**config.mk**
```make
export PLATFORM = sky130hd
export DESIGN_NAME = windowed_turn_smoother_unit
export DESIGN_NICKNAME = d
export VERILOG_FILES = /design/src/sv/wts_pkg.sv /design/src/sv/windowed_turn_smoother_unit.sv
export SDC_FILE = /design/constraint.sdc
export NUM_CORES = 1
export LEC_CHECK = 0
export BUFFER_PORTS_ARGS = -buffer_cell sky130_fd_sc_hd__buf_4
export CAP_MARGIN = 20
export CELL_PAD_IN_SITES_DETAIL_PLACEMENT = 1
export CELL_PAD_IN_SITES_GLOBAL_PLACEMENT = 2
export CORE_ASPECT_RATIO = 0.6
export CORE_MARGIN = 8
export CORE_UTILIZATION = 38
export DETAILED_ROUTE_END_ITERATION = 7
export GPL_ROUTABILITY_DRIVEN = 0
export HOLD_SLACK_MARGIN = 0.15
export PLACE_DENSITY = 0.66
export SETUP_SLACK_MARGIN = 0.1
export SKIP_LAST_GASP = 1
export SLEW_MARGIN = 10
export SYNTH_ARGS = -nofsm -noshare
export SYNTH_HDL_FRONTEND = slang
export SYNTH_SLANG_ARGS = --single-unit
```
**constraint.sdc**
```tcl
create_clock -name clk_i -period 7 [get_ports clk_i]
set_clock_uncertainty 0.15 [all_clocks]
set_input_delay 0.35 -clock clk_i [delete_from_list [all_inputs] [get_ports clk_i]]
set_output_delay 0.35 -clock clk_i [all_outputs]
set_load 0.01 [all_outputs]
```
**src/sv/wts_pkg.sv**
```systemverilog
// shared constants and types for the windowed turn smoother
// opcodes, configuration register indexes and the sequencer states
// no dependencies
`default_nettype none

package wts_pkg;

  localparam int MaxWindowDef = 16;

  localparam int AngleW   = 32;
  localparam int OpcodeW  = 2;
  localparam int CfgIdxW  = 1;
  localparam int CfgDataW = 5;

  localparam logic [OpcodeW-1:0] OP_ADD   = 2'd0;
  localparam logic [OpcodeW-1:0] OP_RESET = 2'd1;
  localparam logic [OpcodeW-1:0] OP_QUERY = 2'd2;

  localparam logic [CfgIdxW-1:0] CFG_ENABLE = 1'd0;
  localparam logic [CfgIdxW-1:0] CFG_WINDOW = 1'd1;

  typedef enum logic [3:0] {
    S_IDLE,
    S_SUB_OLD,
    S_ADD_NEW,
    S_POS,
    S_ABS,
    S_DIV,
    S_NEG,
    S_ACC,
    S_DONE
  } state_e;

endpackage

`default_nettype wire

```
**src/sv/windowed_turn_smoother_unit.sv**
```systemverilog
// channel   dir  handshake                 payload
// in        in   in_valid_i / in_stall_o   opcode_i, turn_delta_i, start_angle_i, default_angle_i
// out       out  out_valid_o / out_stall_i view_angle_o
// cfg       in   cfg_valid_i / cfg_ready_o cfg_index_i, cfg_data_i
//
// query, reset and disabled words give their result the cycle after acceptance.
// an add word runs the bit-serial restoring divider, one quotient bit per cycle,
// once for the position wrap and once for the average. one word is in flight at a time.
// reset clears ring valid bits at once, so there is no clearing pass.
// a pending result holds in the output register while out_stall_i is high.
// moving-average turn smoother, top level; depends on wts_pkg
`default_nettype none

module windowed_turn_smoother_unit
  import wts_pkg::*;
#(
  parameter int MAX_WINDOW = MaxWindowDef
) (
  input  wire logic                clk_i,
  input  wire logic                rst_ni,
  input  wire logic                in_valid_i,
  output logic                     in_stall_o,
  input  wire logic [OpcodeW-1:0]  opcode_i,
  input  wire logic signed [31:0]  turn_delta_i,
  input  wire logic [AngleW-1:0]   start_angle_i,
  input  wire logic [AngleW-1:0]   default_angle_i,
  output logic                     out_valid_o,
  input  wire logic                out_stall_i,
  output logic [AngleW-1:0]        view_angle_o,
  input  wire logic                cfg_valid_i,
  output logic                     cfg_ready_o,
  input  wire logic [CfgIdxW-1:0]  cfg_index_i,
  input  wire logic [CfgDataW-1:0] cfg_data_i
);

  localparam int PTR_W = (MAX_WINDOW > 1) ? $clog2(MAX_WINDOW) : 1;
  localparam int PW1   = PTR_W + 1;
  localparam int WIN_W = $clog2(MAX_WINDOW + 1);
  localparam int SUM_W = 33 + $clog2(MAX_WINDOW);
  localparam int CNT_W = $clog2(SUM_W + 1);

  state_e state_q, state_d;

  logic                enable_q;
  logic [CfgDataW-1:0] window_q;

  logic [31:0]      ring_mem [MAX_WINDOW];
  logic [31:0]      ring_rd_q;
  logic [MAX_WINDOW-1:0] ring_vld_q, ring_vld_d;
  logic             ring_we;

  logic signed [SUM_W-1:0] sum_q, sum_d;
  logic [PTR_W-1:0]  pos_q, pos_d;
  logic [AngleW-1:0] angle_q, angle_d;
  logic [31:0]       delta_q, delta_d;
  logic              sign_q, sign_d;

  logic [SUM_W-1:0]  div_q, div_d;
  logic [WIN_W-1:0]  rem_q, rem_d;
  logic [CNT_W-1:0]  cnt_q, cnt_d;

  logic              out_valid_q, out_valid_d;
  logic [AngleW-1:0] view_q, view_d;

  logic              in_acc, out_free, out_load;
  logic [AngleW-1:0] out_value;
  logic [WIN_W-1:0]  win;
  logic [31:0]       old_delta;
  logic [PW1-1:0]    pos_inc;

  // shared adder
  logic [SUM_W-1:0]  add_a, add_b, add_res;
  logic              add_sub;

  // divider step
  logic [WIN_W:0]    trial, trial_diff;
  logic              trial_ge;
  logic [WIN_W-1:0]  rem_step;
  logic [SUM_W-1:0]  div_step;

  assign cfg_ready_o  = 1'b1;
  assign out_valid_o  = out_valid_q;
  assign view_angle_o = view_q;
  assign out_free     = !out_valid_q || !out_stall_i;
  assign in_stall_o   = (state_q != S_IDLE) || !out_free;
  assign in_acc       = in_valid_i && !in_stall_o;

  // effective window: zero acts as one, clamp to the ring depth
  always_comb begin
    if (window_q == '0) begin
      win = WIN_W'(1);
    end else if ({27'd0, window_q} > 32'(MAX_WINDOW)) begin
      win = WIN_W'(MAX_WINDOW);
    end else begin
      win = WIN_W'(window_q);
    end
  end

  assign old_delta = ring_vld_q[pos_q] ? ring_rd_q : 32'd0;
  assign pos_inc   = {1'b0, pos_q} + PW1'(1);

  assign add_res = add_a + (add_sub ? ~add_b : add_b) + SUM_W'(add_sub);

  assign trial      = {rem_q, div_q[SUM_W-1]};
  assign trial_ge   = trial >= {1'b0, win};
  assign trial_diff = trial - {1'b0, win};
  assign rem_step   = trial_ge ? trial_diff[WIN_W-1:0] : trial[WIN_W-1:0];
  assign div_step   = {div_q[SUM_W-2:0], trial_ge};

  // next state
  always_comb begin
    state_d = state_q;
    case (state_q)
      S_IDLE: begin
        if (in_acc && enable_q && opcode_i == OP_ADD) state_d = S_SUB_OLD;
      end
      S_SUB_OLD: state_d = S_ADD_NEW;
      S_ADD_NEW: state_d = S_POS;
      S_POS: begin
        if (cnt_q == CNT_W'(1)) state_d = S_ABS;
      end
      S_ABS: state_d = S_DIV;
      S_DIV: begin
        if (cnt_q == CNT_W'(1)) state_d = S_NEG;
      end
      S_NEG: state_d = S_ACC;
      S_ACC: state_d = S_DONE;
      S_DONE: begin
        if (out_free) state_d = S_IDLE;
      end
      default: state_d = S_IDLE;
    endcase
  end

  // datapath control
  always_comb begin
    sum_d      = sum_q;
    pos_d      = pos_q;
    angle_d    = angle_q;
    delta_d    = delta_q;
    sign_d     = sign_q;
    div_d      = div_q;
    rem_d      = rem_q;
    cnt_d      = cnt_q;
    ring_vld_d = ring_vld_q;
    ring_we    = 1'b0;
    add_a      = sum_q;
    add_b      = '0;
    add_sub    = 1'b0;
    out_load   = 1'b0;
    out_value  = angle_q;

    case (state_q)
      S_IDLE: begin
        if (in_acc) begin
          if (!enable_q) begin
            out_load  = 1'b1;
            out_value = default_angle_i;
          end else begin
            case (opcode_i)
              OP_ADD: begin
                delta_d = turn_delta_i;
              end
              OP_RESET: begin
                angle_d    = start_angle_i;
                sum_d      = '0;
                pos_d      = '0;
                ring_vld_d = '0;
                out_load   = 1'b1;
                out_value  = start_angle_i;
              end
              default: begin
                // query and the unused code leave state alone
                out_load  = 1'b1;
                out_value = angle_q;
              end
            endcase
          end
        end
      end
      S_SUB_OLD: begin
        add_a   = sum_q;
        add_b   = {{(SUM_W-32){old_delta[31]}}, old_delta};
        add_sub = 1'b1;
        sum_d   = add_res;
      end
      S_ADD_NEW: begin
        add_a   = sum_q;
        add_b   = {{(SUM_W-32){delta_q[31]}}, delta_q};
        sum_d   = add_res;
        ring_we = 1'b1;
        ring_vld_d[pos_q] = 1'b1;
        // pos + 1 aligned to the top so only PW1 steps are needed
        div_d = {pos_inc, {(SUM_W-PW1){1'b0}}};
        rem_d = '0;
        cnt_d = CNT_W'(PW1);
      end
      S_POS: begin
        div_d = div_step;
        rem_d = rem_step;
        cnt_d = cnt_q - CNT_W'(1);
        if (cnt_q == CNT_W'(1)) pos_d = rem_step[PTR_W-1:0];
      end
      S_ABS: begin
        add_a   = '0;
        add_b   = sum_q;
        add_sub = sum_q[SUM_W-1];
        sign_d  = sum_q[SUM_W-1];
        div_d   = add_res;
        rem_d   = '0;
        cnt_d   = CNT_W'(SUM_W);
      end
      S_DIV: begin
        div_d = div_step;
        rem_d = rem_step;
        cnt_d = cnt_q - CNT_W'(1);
      end
      S_NEG: begin
        // quotient truncates toward zero: negate the magnitude back
        add_a   = '0;
        add_b   = div_q;
        add_sub = sign_q;
        div_d   = add_res;
      end
      S_ACC: begin
        add_a   = {{(SUM_W-32){1'b0}}, angle_q};
        add_b   = div_q;
        angle_d = add_res[AngleW-1:0];
      end
      S_DONE: begin
        if (out_free) begin
          out_load  = 1'b1;
          out_value = angle_q;
        end
      end
      default: ;
    endcase
  end

  always_comb begin
    out_valid_d = out_valid_q;
    view_d      = view_q;
    if (out_load) begin
      out_valid_d = 1'b1;
      view_d      = out_value;
    end else if (out_valid_q && !out_stall_i) begin
      out_valid_d = 1'b0;
    end
  end

  always_ff @(posedge clk_i or negedge rst_ni) begin
    if (!rst_ni) begin
      state_q     <= S_IDLE;
      enable_q    <= 1'b0;
      window_q    <= CfgDataW'(6);
      ring_vld_q  <= '0;
      sum_q       <= '0;
      pos_q       <= '0;
      angle_q     <= '0;
      cnt_q       <= '0;
      out_valid_q <= 1'b0;
    end else begin
      state_q     <= state_d;
      ring_vld_q  <= ring_vld_d;
      sum_q       <= sum_d;
      pos_q       <= pos_d;
      angle_q     <= angle_d;
      cnt_q       <= cnt_d;
      out_valid_q <= out_valid_d;
      if (cfg_valid_i && cfg_ready_o) begin
        case (cfg_index_i)
          CFG_ENABLE: enable_q <= cfg_data_i[0];
          CFG_WINDOW: window_q <= cfg_data_i;
          default: ;
        endcase
      end
    end
  end

  always_ff @(posedge clk_i) begin
    delta_q <= delta_d;
    sign_q  <= sign_d;
    div_q   <= div_d;
    rem_q   <= rem_d;
    view_q  <= view_d;
  end

  // delta ring, registered read at the write position
  always_ff @(posedge clk_i) begin
    if (ring_we) ring_mem[pos_q] <= delta_q;
    ring_rd_q <= ring_mem[pos_q];
  end

`ifndef SYNTHESIS
  a_rem_below_window: assert property (@(posedge clk_i) disable iff (!rst_ni)
    (state_q == S_DIV || state_q == S_POS) |-> (rem_q < win))
    else $error("divider remainder not below window");

  a_pos_in_ring: assert property (@(posedge clk_i) disable iff (!rst_ni)
    {{(32-PTR_W){1'b0}}, pos_q} < 32'(MAX_WINDOW))
    else $error("write position beyond ring depth");

  a_result_source: assert property (@(posedge clk_i) disable iff (!rst_ni)
    $rose(out_valid_o) |-> ($past(in_acc) || $past(state_q == S_DONE)))
    else $error("result appeared without a word to finish");

  a_busy_no_accept: assert property (@(posedge clk_i) disable iff (!rst_ni)
    (state_q != S_IDLE && state_q != S_DONE) |=> !out_load || state_q == S_DONE
      || state_q == S_IDLE)
    else $error("result loaded while add word in progress");
`endif

endmodule

`default_nettype wire
```
==> impl_metrics.yaml <==
clock_network:
  htreeDepth: 3
  cts_buffers: 74
  cts.sinks: 757
  path_clk_slew_ps: 60
  root_buffer: "clkbuf_16"
  post_cts_buffers: 0
  tritoncts: "done"
  clk_latency_ps: 640
  cts_buffer_depth: 3
logic_synthesis:
  synth-edff-count: 619
  ys_top_cells_by_count: "619 x edfxtp_1, 160 x mux4_2, 122 x nand2_1"
  yosysSeqAreaShare_pct: 67.49
  syn_avg_cell_area_um2: 15.79
  ys_warn_count: 0
  synth_fa_ha_area_share_pct: 1.899
  synth_simple_gate_area_share_pct: 4.843
  synth_area_um2: 32420
  yosysMostFrequentCell: "edfxtp_1"
  synth_top_cell_by_area: "edfxtp_1"
  synth_compound_area_share_pct: 9.717
  synth_seq_cells: 757
  synthCells: 2054
  synth.distinct_cells: 76
  synth_top_family_by_area: "multiplexers"
  synth_xor_area_share_pct: 1.972
  synth_flop_cell: "edfxtp_1"
  yosysTopAreaCellShare_pct: 57.33
  async_reset_ff_share_pct: 14.00
  ys_top_cells_by_area: "edfxtp_1 57%, mux4_2 11%, dfrtp_1 8.0%"
  synthMuxAreaShare_pct: 11.88
  synth_nets: 2211
placement:
  port_buffers: 142
  dp_cells: 3271
  pre_cts_slack_ps: 1070
  hpwl_um: 63790
layout:
  multiInputGateArea_um2: 10020
  final_cells: 3527
  syn2layout_area_growth_pct: 19.91
  drive_above_1_share_pct: 22.29
  ff_latch_area_um2: 21900
  n_fill_cell: 8224
  nNetsFinal: 2474
timing:
  grt_setup_unrepaired: "no"
  finalSetupViolations: 0
  period_share_pct: 88.40
  slew_headroom_pct: 23.25
  hold_viol_final: 0
  slew_viol_final: 0
  setup-tns-final_ps: 0
  fin_ws_ps: 812.1
  fin_crit_ps: 6188
  max_freq_mhz: 161.6
  worst_pin_slew_ps: 1149
  fin_worst_hold_slack_ps: 263.6
detailed_routing:
  detail-route-antenna-nets: 0
  drtIter0Drc: 1763
  drc: 0
  drt_wl_total_um: 99190
  avgViaCountPerCell: 5.734
  vias: 20220
  wl_per_cell_um: 28.12
  drtPass1Iterations: 8
power_and_ir_drop:
  powerDensity_nw_per_um2: 467.2
  ir_drop_uv: 236.7
  leakagePower_nw: 13.89
grt:
  busiest_layer: "met1"
  grt_pass1_vias: 21410
  track_usage_pct: 20.64
  grt-ovfl-total: 0
  grtUsageMet3_pct: 4.896
  grt_util_met1_pct: 30.83
  grt_pass1_wl_um: 146100
  grt_max_degree: 130
  antenna_found_initial: 2
  grt_util_met2_pct: 30.12
min_path:
  min_path_type: "in2reg"
  hold_depth: 6
  min_from: "opcode_i[0]"
  hold_path_end: "view_angle_o[31]$_DFFE_PP_"
worst_setup_path:
  cpMostUsedCell: "o21ai_0"
  cp.depth: 18
  r2r_cells: 18
  cp.arrival_ps: 6410
  cpLargestDelayFamily: "compound AO/OA/AOI/OAI gates"
  rr_startpoint: "state_q[0]$_DFFE_PN0P_"
  critPathBufInv: 1
  r2r_setup_slack_ps: 810
  cp_max_fo: 20
  cp_cell_sequence: "or4b_4 -> a311oi_2 -> nand3_1 -> and2_1 -> o21ai_0 -> xor2_1 -> ha_1 -> nor2b_1 -> o21ai_0 -> nand2b_1 -> a41o_1 -> o211ai_1 -> a211oi_1 -> buf_4 -> nor3_1 -> o21bai_1 -> xnor2_1 -> a221o_1"
  cpPeakStageDelay_ps: 690
  start_kind: "flop"
  crit_type: "reg2reg"
  critPathSlowestCell: "dfrtp_1"
  reg2reg_to: "div_q[34]$_DFFE_PP_"
  crit_path_end_kind: "flop"
  cp.required_ps: 7220
die:
  die_x_um: 393.1
  ioPinCount: 144
  die_area_um2: 95240
  initial_utilization_pct: 38.12
  die_h_um: 242.3
  std_cell_rows: 83
  core-area_um2: 85050
run:
  max_cap_violations: 0
run_status:
  status: "completed"
[layout make-up]
cell class                 count  share of cell area (%)
antenna                        2                 0.01287
inverter                      60                  0.5793
timing repair buffer         312                   7.009
clock inverter                37                   1.178
multi-input combinational   1112                   25.78
sequential                   757                   56.32
tap                         1147                   3.691
clock buffer                 100                   5.435
[sequential cells by signal, indices dropped and copies added (netlist names)]
name          cells
div_q            37
cnt_q             6
delta_q          32
view_angle_o     32
ring_rd_q        32
sum_q            37
window_q          5
pos_q             4
angle_q          32
enable_q          1
ring_mem        512
state_q           4
sign_q            1
out_valid_o       1
ring_vld_q       16
rem_q             5
[routing by layer]
layer,up-vias,routed length [um]
li1,8687,-
met1,10780,46910
met2,634,43670
met3,126,6615
met4,0,1996
met5,-,0
[worst reg2reg max path, delay by kind of cell (launching register included)]
family	cells	cell delay [ps]
DFF	1	690
buffers and inverters	1	190
AOI/OAI and AO/OA	8	2490
xor gates and xnor gates	2	270
adders and majority gates	1	410
and+or+nand+nor	6	1730
[repair_timing]
action | CTS | global route
hold buffers | 113 | 0
hold endpoints to repair | 151 | 0
resized for setup | 0 | 0
[stage by stage]
step                      utilization [%]  total power (W)  cell area, um2
final                               45.71          0.01816           38880
after global routing                45.71          0.01910           38880
after CTS                           45.62          0.01816           38800
after detailed placement            41.24          0.01378           35080
after global placement              41.24          0.01369           35080
after floorplan                         -          0.01124           32420
[report_power, final]
part | internal, W | leakage [nW] | switching [W] | total, W
sequential | 0.00570 | 7.15 | 0.000517 | 0.00622
combinational | 0.00299 | 5.48 | 0.00470 | 0.00769
clock | 0.00247 | 1.26 | 0.00178 | 0.00425
total | 0.0112 | 13.9 | 0.00700 | 0.0182
[placed cells by master, fill, tap and decap left out, types with 8 or more instances in the layout]
master,netlist,routed
mux4_2,160,160
xnor2_1,32,32
mux2_2,8,8
nand2b_1,13,13
o21a_1,9,9
edfxtp_1,619,619
a211oi_1,8,8
nand3_1,34,34
buf_4,1,192
a22oi_1,16,16
a21oi_1,98,96
o21ai_0,95,95
clkinv_2,0,9
clkbuf_1,92,13
o22ai_1,44,44
mux2i_1,13,13
dfxtp_1,32,32
nor2b_1,12,12
a21o_1,35,35
a222oi_1,33,33
inv_1,59,59
nor2_4,0,13
nor3_1,19,12
a22o_1,63,63
dfrtp_1,104,100
clkinv_1,1,11
clkbuf_16,0,77
and2_1,8,8
dlygate4sd3_1,0,112
nand4_1,10,10
xor2_1,41,41
clkbuf_8,0,10
bufinv_16,0,9
ha_1,46,46
nand2_1,122,122
nor2_1,98,83
[logic make-up after synthesis]
kind of cell	after synthesis
xor+xnor	73
flops	757
other cells	1
compound gates	462
buf+inv	185
simple gates	345
fa+ha+maj	48
mux	183
[worst max-delay path by stage]
| stage | from | slack [ps] | endpoint |
|---|---|---|---|
| after floorplan | state_q[0]$_DFFE_PN0P_ | 2030 | div_q[36]$_DFFE_PP_ |
| after global placement | state_q[0]$_DFFE_PN0P_ | 1240 | div_q[36]$_DFFE_PP_ |
| after detailed placement | state_q[0]$_DFFE_PN0P_ | 1070 | div_q[34]$_DFFE_PP_ |
| after CTS | state_q[0]$_DFFE_PN0P_ | 960 | div_q[34]$_DFFE_PP_ |
| after global routing | state_q[0]$_DFFE_PN0P_ | 480 | div_q[34]$_DFFE_PP_ |
| final | state_q[0]$_DFFE_PN0P_ | 810 | div_q[34]$_DFFE_PP_ |
Note: power is estimated with default switching activity, not from simulation.
